<file path="src/hdl/sawarq_pkg.sv">
package sawarq_pkg;

  localparam int QUEUE_DEPTH = 16;
  localparam int PTR_W = $clog2(QUEUE_DEPTH);
  localparam int COUNT_W = $clog2(QUEUE_DEPTH + 1);

  localparam int OP_W = 3;
  localparam int TAG_W = 16;
  localparam int MODE_W = 2;
  localparam int QCOUNT_W = 5;

  localparam logic [OP_W-1:0] OP_DATA    = 3'd0;
  localparam logic [OP_W-1:0] OP_ACK     = 3'd1;
  localparam logic [OP_W-1:0] OP_NACK    = 3'd2;
  localparam logic [OP_W-1:0] OP_TXDONE  = 3'd3;
  localparam logic [OP_W-1:0] OP_TIMEOUT = 3'd4;

  localparam logic [MODE_W-1:0] MODE_READY   = 2'd0;
  localparam logic [MODE_W-1:0] MODE_SENDING = 2'd1;
  localparam logic [MODE_W-1:0] MODE_WAITING = 2'd2;

  typedef struct packed {
    logic             push;
    logic             pop;
    logic [TAG_W-1:0] push_tag;
  } fifo_ctrl_t;

  typedef struct packed {
    logic [TAG_W-1:0]   head_tag;
    logic [COUNT_W-1:0] count;
    logic [COUNT_W-1:0] count_next;
  } fifo_stat_t;

endpackage

</file>
<file path="src/hdl/sawarq_fifo.sv">
module sawarq_fifo
  import sawarq_pkg::*;
(
  input  logic       clk,
  input  logic       rst,
  input  fifo_ctrl_t ctrl,
  output fifo_stat_t stat
);

  logic [TAG_W-1:0]   tags [QUEUE_DEPTH];
  logic [PTR_W-1:0]   head;
  logic [PTR_W-1:0]   tail;
  logic [COUNT_W-1:0] count;
  logic [COUNT_W-1:0] count_next;
  logic [PTR_W-1:0]   head_next;
  logic [PTR_W-1:0]   tail_next;

  assign head_next = (head == PTR_W'(QUEUE_DEPTH - 1)) ? '0 : head + 1'b1;
  assign tail_next = (tail == PTR_W'(QUEUE_DEPTH - 1)) ? '0 : tail + 1'b1;

  always_comb begin
    count_next = count;
    if (ctrl.push && !ctrl.pop) begin
      count_next = count + 1'b1;
    end else if (ctrl.pop && !ctrl.push) begin
      count_next = count - 1'b1;
    end
  end

  // a full queue may push and pop together: the head is read before the write lands
  always_ff @(posedge clk) begin
    if (ctrl.push) begin
      tags[tail] <= ctrl.push_tag;
    end
  end

  always_ff @(posedge clk) begin
    if (rst) begin
      head  <= '0;
      tail  <= '0;
      count <= '0;
    end else begin
      if (ctrl.pop) begin
        head <= head_next;
      end
      if (ctrl.push) begin
        tail <= tail_next;
      end
      count <= count_next;
    end
  end

  assign stat.head_tag   = tags[head];
  assign stat.count      = count;
  assign stat.count_next = count_next;

endmodule

</file>
<file path="src/hdl/stop_and_wait_arq_sender.sv">
// stop-and-wait arq transmit controller
// input channel: in_valid / in_stall carry one event per item, operation
// (data, ack, nack, transmission done, timeout) and packet_tag
// output channel: out_valid / out_stall carry one result per event: the
// packet sent if any, retransmission flag, mode, queue fill, drop and error flags
// an event is captured in the input register, is resolved against the
// mode, outstanding tag and 16-entry tag queue, and lands in the result
// register; one event per cycle sustained while out_stall stays low, set
// by the single state update per event
// reset empties the queue, clears the outstanding tag and returns to ready
// when the receiver stalls, the result holds and the input register holds
// its event; in_stall rises only once both stages are occupied
module stop_and_wait_arq_sender
  import sawarq_pkg::*;
(
  input  logic                clk,
  input  logic                rst,
  input  logic                in_valid,
  output logic                in_stall,
  input  logic [OP_W-1:0]     operation,
  input  logic [TAG_W-1:0]    packet_tag,
  output logic                out_valid,
  input  logic                out_stall,
  output logic                send_valid,
  output logic [TAG_W-1:0]    send_tag,
  output logic                is_retransmission,
  output logic [MODE_W-1:0]   sender_mode,
  output logic [QCOUNT_W-1:0] queued_count,
  output logic                dropped,
  output logic                protocol_error
);

  logic              in_full;
  logic [OP_W-1:0]   in_op;
  logic [TAG_W-1:0]  in_tag;
  logic              advance;

  logic [MODE_W-1:0] mode;
  logic [MODE_W-1:0] mode_next;
  logic [TAG_W-1:0]  out_tag;
  logic [TAG_W-1:0]  out_tag_next;
  logic              out_tag_valid;
  logic              out_tag_valid_next;

  logic              sent;
  logic [TAG_W-1:0]  stag;
  logic              retx;
  logic              drop;
  logic              err;
  logic              push;
  logic              pop;

  fifo_ctrl_t        fifo_ctrl;
  fifo_stat_t        fifo_stat;

  assign advance  = in_full && (!out_valid || !out_stall);
  assign in_stall = in_full && !advance;

  always_ff @(posedge clk) begin
    if (rst) begin
      in_full <= 1'b0;
    end else if (!in_stall) begin
      in_full <= in_valid;
    end
  end

  always_ff @(posedge clk) begin
    if (in_valid && !in_stall) begin
      in_op  <= operation;
      in_tag <= packet_tag;
    end
  end

  always_comb begin
    sent               = 1'b0;
    stag               = '0;
    retx               = 1'b0;
    drop               = 1'b0;
    err                = 1'b0;
    push               = 1'b0;
    pop                = 1'b0;
    mode_next          = mode;
    out_tag_next       = out_tag;
    out_tag_valid_next = out_tag_valid;
    unique case (in_op) inside
      OP_DATA: begin
        if (mode == MODE_READY) begin
          sent = 1'b1;
          if (fifo_stat.count == '0) begin
            stag = in_tag;
          end else begin
            // keep order: the head goes out, the new tag joins the tail
            stag = fifo_stat.head_tag;
            pop  = 1'b1;
            push = 1'b1;
          end
        end else if (fifo_stat.count == COUNT_W'(QUEUE_DEPTH)) begin
          drop = 1'b1;
        end else begin
          push = 1'b1;
        end
      end
      OP_ACK: begin
        if (!out_tag_valid) begin
          err = 1'b1;
        end else begin
          out_tag_valid_next = 1'b0;
          mode_next          = MODE_READY;
          if (fifo_stat.count != '0) begin
            stag = fifo_stat.head_tag;
            pop  = 1'b1;
            sent = 1'b1;
          end
        end
      end
      OP_NACK, OP_TIMEOUT: begin
        if (!out_tag_valid) begin
          err = 1'b1;
        end else begin
          stag = out_tag;
          sent = 1'b1;
          retx = 1'b1;
        end
      end
      OP_TXDONE: begin
        if (mode == MODE_SENDING) begin
          mode_next = MODE_WAITING;
        end
      end
      default: begin
      end
    endcase
    if (sent) begin
      out_tag_next       = stag;
      out_tag_valid_next = 1'b1;
      mode_next          = MODE_SENDING;
    end
  end

  assign fifo_ctrl.push     = push && advance;
  assign fifo_ctrl.pop      = pop && advance;
  assign fifo_ctrl.push_tag = in_tag;

  sawarq_fifo u_fifo (
    .clk  (clk),
    .rst  (rst),
    .ctrl (fifo_ctrl),
    .stat (fifo_stat)
  );

  always_ff @(posedge clk) begin
    if (rst) begin
      mode          <= MODE_READY;
      out_tag       <= '0;
      out_tag_valid <= 1'b0;
    end else if (advance) begin
      mode          <= mode_next;
      out_tag       <= out_tag_next;
      out_tag_valid <= out_tag_valid_next;
    end
  end

  always_ff @(posedge clk) begin
    if (rst) begin
      out_valid <= 1'b0;
    end else if (advance) begin
      out_valid <= 1'b1;
    end else if (!out_stall) begin
      out_valid <= 1'b0;
    end
  end

  always_ff @(posedge clk) begin
    if (advance) begin
      send_valid        <= sent;
      send_tag          <= stag;
      is_retransmission <= retx;
      sender_mode       <= mode_next;
      queued_count      <= QCOUNT_W'(fifo_stat.count_next);
      dropped           <= drop;
      protocol_error    <= err;
    end
  end

endmodule
</file>
<file path="config.mk">
export PLATFORM = sky130hd
export DESIGN_NAME = stop_and_wait_arq_sender
export DESIGN_NICKNAME = d
export VERILOG_FILES = /design/src/hdl/sawarq_pkg.sv /design/src/hdl/sawarq_fifo.sv /design/src/hdl/stop_and_wait_arq_sender.sv
export SDC_FILE = /design/constraint.sdc
export NUM_CORES = 1
export LEC_CHECK = 0
export ABC_AREA = 1
export BUFFER_PORTS_ARGS = -buffer_cell sky130_fd_sc_hd__buf_2
export CAP_MARGIN = 20
export CORE_MARGIN = 8
export CORE_UTILIZATION = 50
export CTS_BUF_LIST = sky130_fd_sc_hd__clkbuf_8
export CTS_CLUSTER_SIZE = 8
export DETAILED_ROUTE_END_ITERATION = 7
export PLACE_DENSITY = 0.67
export SLEW_MARGIN = 20
export SYNTH_ARGS = -nofsm -noshare
export SYNTH_HDL_FRONTEND = slang
export SYNTH_SLANG_ARGS = --single-unit
</file>
<file path="constraint.sdc">
create_clock -name clk -period 3.4 [get_ports clk]
set_input_delay 0.34 -clock clk [delete_from_list [all_inputs] [get_ports clk]]
set_output_delay 0.34 -clock clk [all_outputs]
set_load 0.02 [all_outputs]
</file>
Word level (Yosys, flattened, before mapping)
Memory sizes are Yosys's and may differ from the RTL's. A register that Yosys moved wholly into a read port is not among the register bits.
Cells that the tools add are included.
W data, S select, Z words.
{"block": "totals", "inputBits": 23, "ram_bits": 256, "memories": 1, "reg_bits": 80, "out_inout_bits": 29}
{"name": "u_fifo.tags", "words": 16, "width": 16, "read_ports": 1, "rd_ports_with_merged_regs": 1, "write_ports": 1, "line": "sawarq_fifo.sv:10", "rtl": "logic [TAG_W-1:0] tags [QUEUE_DEPTH];"}
{"block": "classes", "n_reduce_logical": 24, "n_mux": 35, "eq_ne": 9, "add_sub_neg": 4, "bitwise": 1}
{"operator": "$mux W16", "count": 5}
{"operator": "$pmux W16 S3", "count": 1}
{"operator": "$mux W1", "count": 17}
{"operator": "$mux W4", "count": 4}
{"operator": "$mux W5", "count": 2}
{"operator": "$add A4 B1 Y4 const B", "count": 2}
{"operator": "$eq A4 B4 Y1 const B", "count": 2}
{"operator": "$logic_and A1 B1 Y1", "count": 7}
{"operator": "$eq A3 B2 Y1 const B", "count": 2}
{"operator": "$logic_not A1 Y1", "count": 6}
{"operator": "$mux W2", "count": 3}
{"operator": "$add A5 B1 Y5 const B", "count": 1}
{"operator": "$eq A5 B5 Y1 const B", "count": 1}
{"operator": "$logic_not A5 Y1", "count": 1}
{"operator": "$reduce_bool A5 Y1", "count": 1}
{"operator": "$sub A5 B1 Y5 const B", "count": 1}
{"operator": "$pmux W2 S2", "count": 1}
{"operator": "$reduce_and A2 Y1", "count": 2}
{"operator": "$reduce_or A2 Y1", "count": 2}
{"operator": "$eq A3 B1 Y1 const B", "count": 1}
{"operator": "$eq A3 B3 Y1 const B", "count": 1}
{"operator": "$logic_not A3 Y1", "count": 1}
{"operator": "$pmux W1 S3", "count": 1}
{"operator": "$reduce_or A3 Y1", "count": 1}
{"operator": "other kinds (7)", "count": 7}

Depth between registers and ports, before layout
Gate-level depths: netlist (run 1).
{"block": "depth", "depth_word": 9, "ltp_mapped": 14, "ltp_nobuf": 13}

By module
From an unflattened synthesis (run 1), not the netlist that was laid out.
{"block": "unflattened", "cells_unflattened": 1446, "area_unflattened_um2": 14699.1}
{"module": "sawarq_fifo", "instances": 1, "area_each_um2": 11836.4, "seq_area_each_um2": 8027.7, "cells_each": 1163}
{"module": "stop_and_wait_arq_sender", "instances": 1, "area_each_um2": 2862.7, "seq_area_each_um2": 1801.7, "cells_each": 283}

Worst setup path before layout (run 1)
OpenSTA, ideal clock, no wires.
{"block": "synth_timing", "kind": "register to register", "start": "register out_valid", "end": "register queued_count[0], data pin", "setup_time_ns": 0.257, "period_less_slack_ns": 2.402, "setup_slack_ns": 0.998, "n_path_buf": 0, "arrival_time_ns": 2.146, "stages_incl_launch_ff": 9, "required_time_ns": 3.143, "cell_sequence": "dfxtp_1 nand2_1 nand2_1 clkinv_1 nand3_4 nand2_2 nand2_1 xor2_1 inv_1"}
{"item": "start: declaration", "line": "stop_and_wait_arq_sender.sv:22", "rtl": "output logic out_valid,"}
{"item": "start signal: assignment", "line": "stop_and_wait_arq_sender.sv:165", "rtl": "out_valid <= 1'b0;"}
{"item": "start signal: assignment", "line": "stop_and_wait_arq_sender.sv:167", "rtl": "out_valid <= 1'b1;"}
{"item": "start signal: assignment", "line": "stop_and_wait_arq_sender.sv:169", "rtl": "out_valid <= 1'b0;"}
{"item": "end signal: assignment", "line": "stop_and_wait_arq_sender.sv:179", "rtl": "queued_count <= QCOUNT_W'(fifo_stat.count_next);"}
{"item": "end: declaration", "line": "stop_and_wait_arq_sender.sv:28", "rtl": "output logic [QCOUNT_W-1:0] queued_count,"}

Worst setup path after layout (run 1)
{"block": "layout_timing", "start": "register in_op[2]", "end": "memory u_fifo.tags[12][15] (enable)"}
{"block": "layout_between", "elab_chain_cells": 5}
{"item": "start: declaration", "line": "stop_and_wait_arq_sender.sv:34", "rtl": "logic [OP_W-1:0] in_op;"}
{"item": "start signal: assignment", "line": "stop_and_wait_arq_sender.sv:69", "rtl": "in_op <= operation;"}
{"item": "$logic_not A3 Y1 (no source line)"}
{"item": "$mux W1", "line": "stop_and_wait_arq_sender.sv:85", "rtl": "unique case (in_op) inside"}
{"item": "$logic_and A1 B1 Y1", "line": "stop_and_wait_arq_sender.sv:140", "rtl": "assign fifo_ctrl.push = push && advance;"}
{"item": "$mux W1", "line": "sawarq_fifo.sv:32", "rtl": "if (ctrl.push) begin"}
{"item": "$mux W1 (not written as such)", "line": "sawarq_fifo.sv:33", "rtl": "tags[tail] <= ctrl.push_tag;"}
{"item": "end: declaration", "line": "sawarq_fifo.sv:10"}
No other way between the ends.

==> results.toml, run 1 <==
[synthesis]
ys_ff_latch = 340
syn_nets = 1384
syn_area_um2 = 14240
synthCells = 1353
ys.warnings.count = 0
seq_area_frac_synth = 0.6905
ys_types = 30
avgSynthCellArea_um2 = 10.52

[setup_path]
worstPathArrival_ps = 3140
cpPeakStageDelay_ps = 480
startpoint = "in_op[2]"
path_buf_inv = 1
crit_cells = 8
path_cells = "nor2_4 > nand2_2 > nor2_2 > nand2_1 > nor2_2 > nand2_1 > nor2_2 > buf_4"
crit_path_end = "u_fifo.tags[12][15]"
end_kind = "register"
critPathTopFamily = "simple AND/OR/NAND/NOR gates"
rrSetupSlack_ps = 530
worstRegToRegCells = 8
timing.rr.end = "u_fifo.tags[12][15]"
crit_type = "reg2reg"
cpMostUsedCell = "nor2_2"
crit_fanout = 18
cp-start-kind = "register"
r2r-start = "in_op[2]"
cp_slowest_cell = "edfxtp_1"
required_ps = 3680

[timing]
rsz0062_at_grt = "false"
fin_skew_ps = 26.14
hold_viol_final = 0
fin_crit_ps = 2865
maxSlewViolCount = 0
fin_crit_sh = 0.8427
maxSlewHeadroom = 0.3921
fmax_mhz = 349.0
worst_pin_slew_ps = 911.9
tns_ps = 0
finalSetupViolations = 0

[finish]
final_cell_mix = "nand2_1 (468), edfxtp_1 (302), nand3_1 (151)"
areaGrowthSynthToFinish_pct = 13.35
final_layout_size_suffix_gt1_frac = 0.1180
layout_commonest_cell = "nand2_1"
diodes = 0
final_nets = 1480
multi_input_area_um2 = 3684
register_area_um2 = 9834
utilization = 0.5777
nFillCells = 2375

[routing]
drt_pass1_iterations = 5
drc_errors = 0
drt_iter0_markers = 1089
vias = 9929
ant_nets = 0
routed_wl_um = 34760
avgViaCountPerCell = 5.312
wl_per_cell_um = 18.60

[power_and_ir_drop]
power_switching_w = 0.001813
p_leak_nw = 6.474
power_density_nw_per_um2 = 499.7
intPower_w = 0.006251
clkPwrFrac = 0.385
switching_share = 0.2249
ir_worst_vdd_mv = 0.4339
pwr-share-seq = 0.578
finalPower_w = 0.008064
combPwrFrac = 0.037

[die]
die_width_um = 184.7
ioPinCount = 52
die_area_um2 = 34130
die_y_um = 184.7
placementRows = 61
core_um2 = 27930
initial_core_util = 0.5096

[cts]
cts_resized = 0
cts_buffers = 54
cts_hold_buf = 19
cts.path.max_buffers = 3
cts_setup_buffers = 0
cts_max_level = 2
cts_tree = "yes"
cts-root-buf = "clkbuf_8"
cts_sinks = 340
clkTransAtPathRegs_ps = 60
clock_latency_ps = 590

[global_route]
grt_max_degree = 99
grt_pass1_wl_um = 53590
grt-ovfl-total = 0
grt_pass1_vias = 9698
track_usage = 0.2059
antenna_found_initial = 1

[placed_design]
dpl.hpwl_um = 21210
io_buffers = 51
globalplace.congestion = 0.8909

[min_path]
min_from = "in_valid"
hold_path.class = "in2reg"

[flow_run]
maxCapViolations = 0

[status]
status = "finished, final reports clean"
[metrics by stage]
step                worst slack, ps  instance area [um^2]  std cells  hold WS [ps]
detailed placement            560.0                 14980       1752         466.0
CTS                           531.0                 16140       1869         1.614
floorplan                     997.6                 14240       1353         438.9
global placement              614.7                 14980       1752         461.1
global route                  280.1                 16140       1869         33.91
finish                        534.9                 16140       1869         38.75
[final cells by class]
class	count	share of cell area
Clock buffer	58	0.04947
Clock inverter	40	0.01016
Inverter	117	0.02760
Multi-Input combinational cell	832	0.2283
Sequential cell	340	0.6094
Tap cell	378	0.02931
Timing Repair Buffer	104	0.04575
[layer usage]
metal	up-vias	global-route usage	wire, um
met3	72	0.03839	2553
met4	0	0.08707	1235
met1	4729	0.2668	14400
met5	-	0	0
li1	4726	-	-
met2	402	0.3369	16570
[flip-flops by register name (all words and copies together) (netlist names), named ones only]
signal,cells
dropped,1
in_full,1
in_op,3
in_tag,16
is_retransmission,1
mode,2
out_tag,16
out_tag_valid,1
out_valid,1
protocol_error,1
queued_count,5
send_tag,16
send_valid,1
sender_mode,2
u_fifo.count,5
u_fifo.head,4
u_fifo.tags,256
u_fifo.tail,4
[worst min path at each step]
stage / endpoint / cells after the start
final: in_full / 3
after global routing: in_full / 3
after CTS: in_full / 3
after detailed placement: out_valid / 2
after global placement: out_valid / 2
after floorplan: in_op[0] / 0
[worst register-to-register path, delay by kind of cell, from the launching register on]
family                 cells  cell delay [ps]
buffers and inverters      1              260
and+or+nand+nor            7             1810
DFF                        1              480
[cell families (layout without fill, tap and decap cells)]
family,Yosys count,count (layout),synth area share
AND/OR/NAND/NOR,733,733,0.2152
AO/OA/AOI/OAI,85,85,0.03129
flip-flops,340,340,0.6905
buffers and inverters,181,319,0.05238
XOR/XNOR,6,6,0.003691
adder cells (fa/ha/maj),8,8,0.007031
[cells in the mapped netlist, drive strengths merged]
cell type / count / share of area
ha: 8 / 0.0070
dfxtp: 38 / 0.053
nand3b: 1 / 0.00053
nand3: 155 / 0.056
clkbuf: 34 / 0.0090
o21ai: 46 / 0.016
nand4: 17 / 0.0075
a21oi: 31 / 0.011
buf: 30 / 0.012
xor2: 6 / 0.0037
edfxtp: 302 / 0.64
o211ai: 7 / 0.0037
nor2: 84 / 0.024
nand2: 471 / 0.13
clkinv: 3 / 0.0011
a211oi: 1 / 0.00053
nor3: 5 / 0.0018
inv: 114 / 0.030
[power by group through the flow]
stage	clock, W	sequential, W	combinational, W
after global placement	0	0.00475	0.000270
final	0.00311	0.00466	0.000295
after global routing	0.00335	0.00467	0.000322
after detailed placement	0	0.00475	0.000275
after CTS	0.00317	0.00466	0.000292
after floorplan	0	0.00475	0.000150
(Power assumes the default switching activity.)
==> inputs of run 2 (changes only) <==
==> constraint.sdc (replaced) <==
create_clock -name clk -period 2.85 [get_ports clk]
set_input_delay 0.285 -clock clk [delete_from_list [all_inputs] [get_ports clk]]
set_output_delay 0.285 -clock clk [all_outputs]
set_load 0.02 [all_outputs]
==> run 2 against run 1 <==
Sequential share of layout area shrank 0.26 points. Clock skew shrank 2.4 ps. Utilization grew 0.25 points. Global-route usage shrank 0.22 points. Critical path depth is the same. Die area is the same.
==> results.toml, run 2 (same netlist as run 1, synthesis figures left out) <==
[setup_path]
end_kind = "register"
crit_type = "reg2reg"
cpMostUsedCell = "nor2_2"
cp_slowest_cell = "dfxtp_1"
cpPeakStageDelay_ps = 390
path_cells = "inv_1 > ha_1 > nand3_2 > nor2_4 > nor2_2 > nand2_1 > nor2_2 > buf_4"
worstPathArrival_ps = 2670
cp-start-kind = "register"
critPathTopFamily = "simple AND/OR/NAND/NOR gates"
path_buf_inv = 2
crit_fanout = 17
required_ps = 3120

[flow_run]
maxCapViolations = 0

[timing]
maxSlewViolCount = 0
fin_crit_sh = 0.8429
maxSlewHeadroom = 0.4566
fin_skew_ps = 23.75
hold_viol_final = 0
tns_ps = 0
finalSetupViolations = 0
rsz0062_at_grt = "false"
worst_pin_slew_ps = 815.1
fmax_mhz = 416.3
fin_crit_ps = 2402

[global_route]
grt_pass1_wl_um = 53300
grt_max_degree = 136
antenna_found_initial = 0
grt-ovfl-total = 0
grt_pass1_vias = 9543
track_usage = 0.2036

[cts]
clkTransAtPathRegs_ps = 60
cts.path.max_buffers = 3
cts-root-buf = "clkbuf_8"
cts_sinks = 340
cts_hold_buf = 21
clock_latency_ps = 570
cts_buffers = 54
cts_setup_buffers = 0
cts_resized = 0
cts_tree = "yes"
cts_max_level = 2

[finish]
final_cell_mix = "nand2_1 (468), edfxtp_1 (302), nand3_1 (151)"
layout_commonest_cell = "nand2_1"
final_layout_size_suffix_gt1_frac = 0.1239
fin_area_um2 = 16210
final_nets = 1490
diodes = 0
largest_reg_flops = 256
largest-register = "u_fifo.tags"
areaGrowthSynthToFinish_pct = 13.83

[routing]
drc_errors = 0
routed_wl_um = 34630
wl_per_cell_um = 18.51
ant_nets = 0
drt_iter0_markers = 1051
drt_pass1_iterations = 5
avgViaCountPerCell = 5.246
vias = 9815

[power_and_ir_drop]
power_density_nw_per_um2 = 593.2
switching_share = 0.2178
clkPwrFrac = 0.385
power_switching_w = 0.002094
p_leak_nw = 6.528
pwr-share-seq = 0.578
ir_worst_vdd_mv = 0.4183
intPower_w = 0.007519
combPwrFrac = 0.037

[die]
ioPinCount = 52
die_width_um = 184.7
die_y_um = 184.7
die_area_um2 = 34130
initial_core_util = 0.5096
core_um2 = 27930
placementRows = 61

[min_path]
hold_path.class = "in2reg"

[placed_design]
dpl.hpwl_um = 21330
dpl_cell_area_um2 = 15040
io_buffers = 51
globalplace.congestion = 0.8862

[status]
status = "finished, final reports clean"
-- run 2: cell types whose count changed in the layout (fill, tap and decap cells not counted), sizes merged --
cell	delta
buf	+8
clkbuf	+3
clkinv	-7
clkinvlp	-2
dlygate4sd3	+2
inv	-2
-- run 2: cell type report --
cell class | count | area, um^2
clock inverter | 29 | 111.4
multi-input combinational | 832 | 3684
clock buffer | 61 | 839.6
fill | 2364 | 11730
inverter | 117 | 445.4
tap | 378 | 473.0
sequential | 340 | 9834
timing repair buffer | 114 | 818.3
-- run 2: metrics by stage --
| step | total power (W) | utilization | hold slack [ps] | worst slack (ps) | instances |
|---|---|---|---|---|---|
| finish | 0.009613 | 0.5801 | 187.1 | 447.8 | 1871 |
| CTS | 0.009678 | 0.5801 | 158.5 | 479.9 | 1871 |
| global placement | 0.005979 | 0.5386 | 462.5 | 587.4 | 1760 |
| detailed placement | 0.005989 | 0.5386 | 463.1 | 496.2 | 1760 |
| global route | 0.009913 | 0.5801 | 187.7 | 323.6 | 1871 |
| floorplan | 0.005840 | - | 383.9 | 447.6 | 1353 |
-- run 2: final timing paths --
| path | depth (start not counted) | endpoint | slack, ps | from |
|---|---|---|---|---|
| min | 2 | u_fifo.tail[2] | 190 | rst |
| min reg2reg | 2 | register | 490 | u_fifo.head[2] |
| max reg2reg | 8 | u_fifo.tags[8][0] | 450 | u_fifo.count[1] |
| max | 8 | u_fifo.tags[8][0] | 450 | u_fifo.count[1] |
-- run 2: worst reg2reg max path, cell delays in order, from the launching register on --
cell and delay (ps):
dfxtp_1 390, inv_1 100, ha_1 230, nand3_2 170, nor2_4 110, nor2_2 280, nand2_1 200, nor2_2 380
buf_4 240
-- run 2: power by group through the flow --
stage	clock network [W]	registers [W]	logic, W
after floorplan	0	0.00566	0.000179
after global placement	0	0.00566	0.000320
after detailed placement	0	0.00566	0.000326
after CTS	0.00377	0.00556	0.000350
after global routing	0.00396	0.00556	0.000385
final	0.00370	0.00556	0.000352
-- run 2: metal layers --
metal | GRT usage | up-vias | wire, um
met4 | 0.06050 | 0 | 672
met1 | 0.2796 | 4647 | 14930
li1 | - | 4737 | -
met3 | 0.03583 | 51 | 2828
met2 | 0.3285 | 380 | 16200
met5 | 0 | - | 0
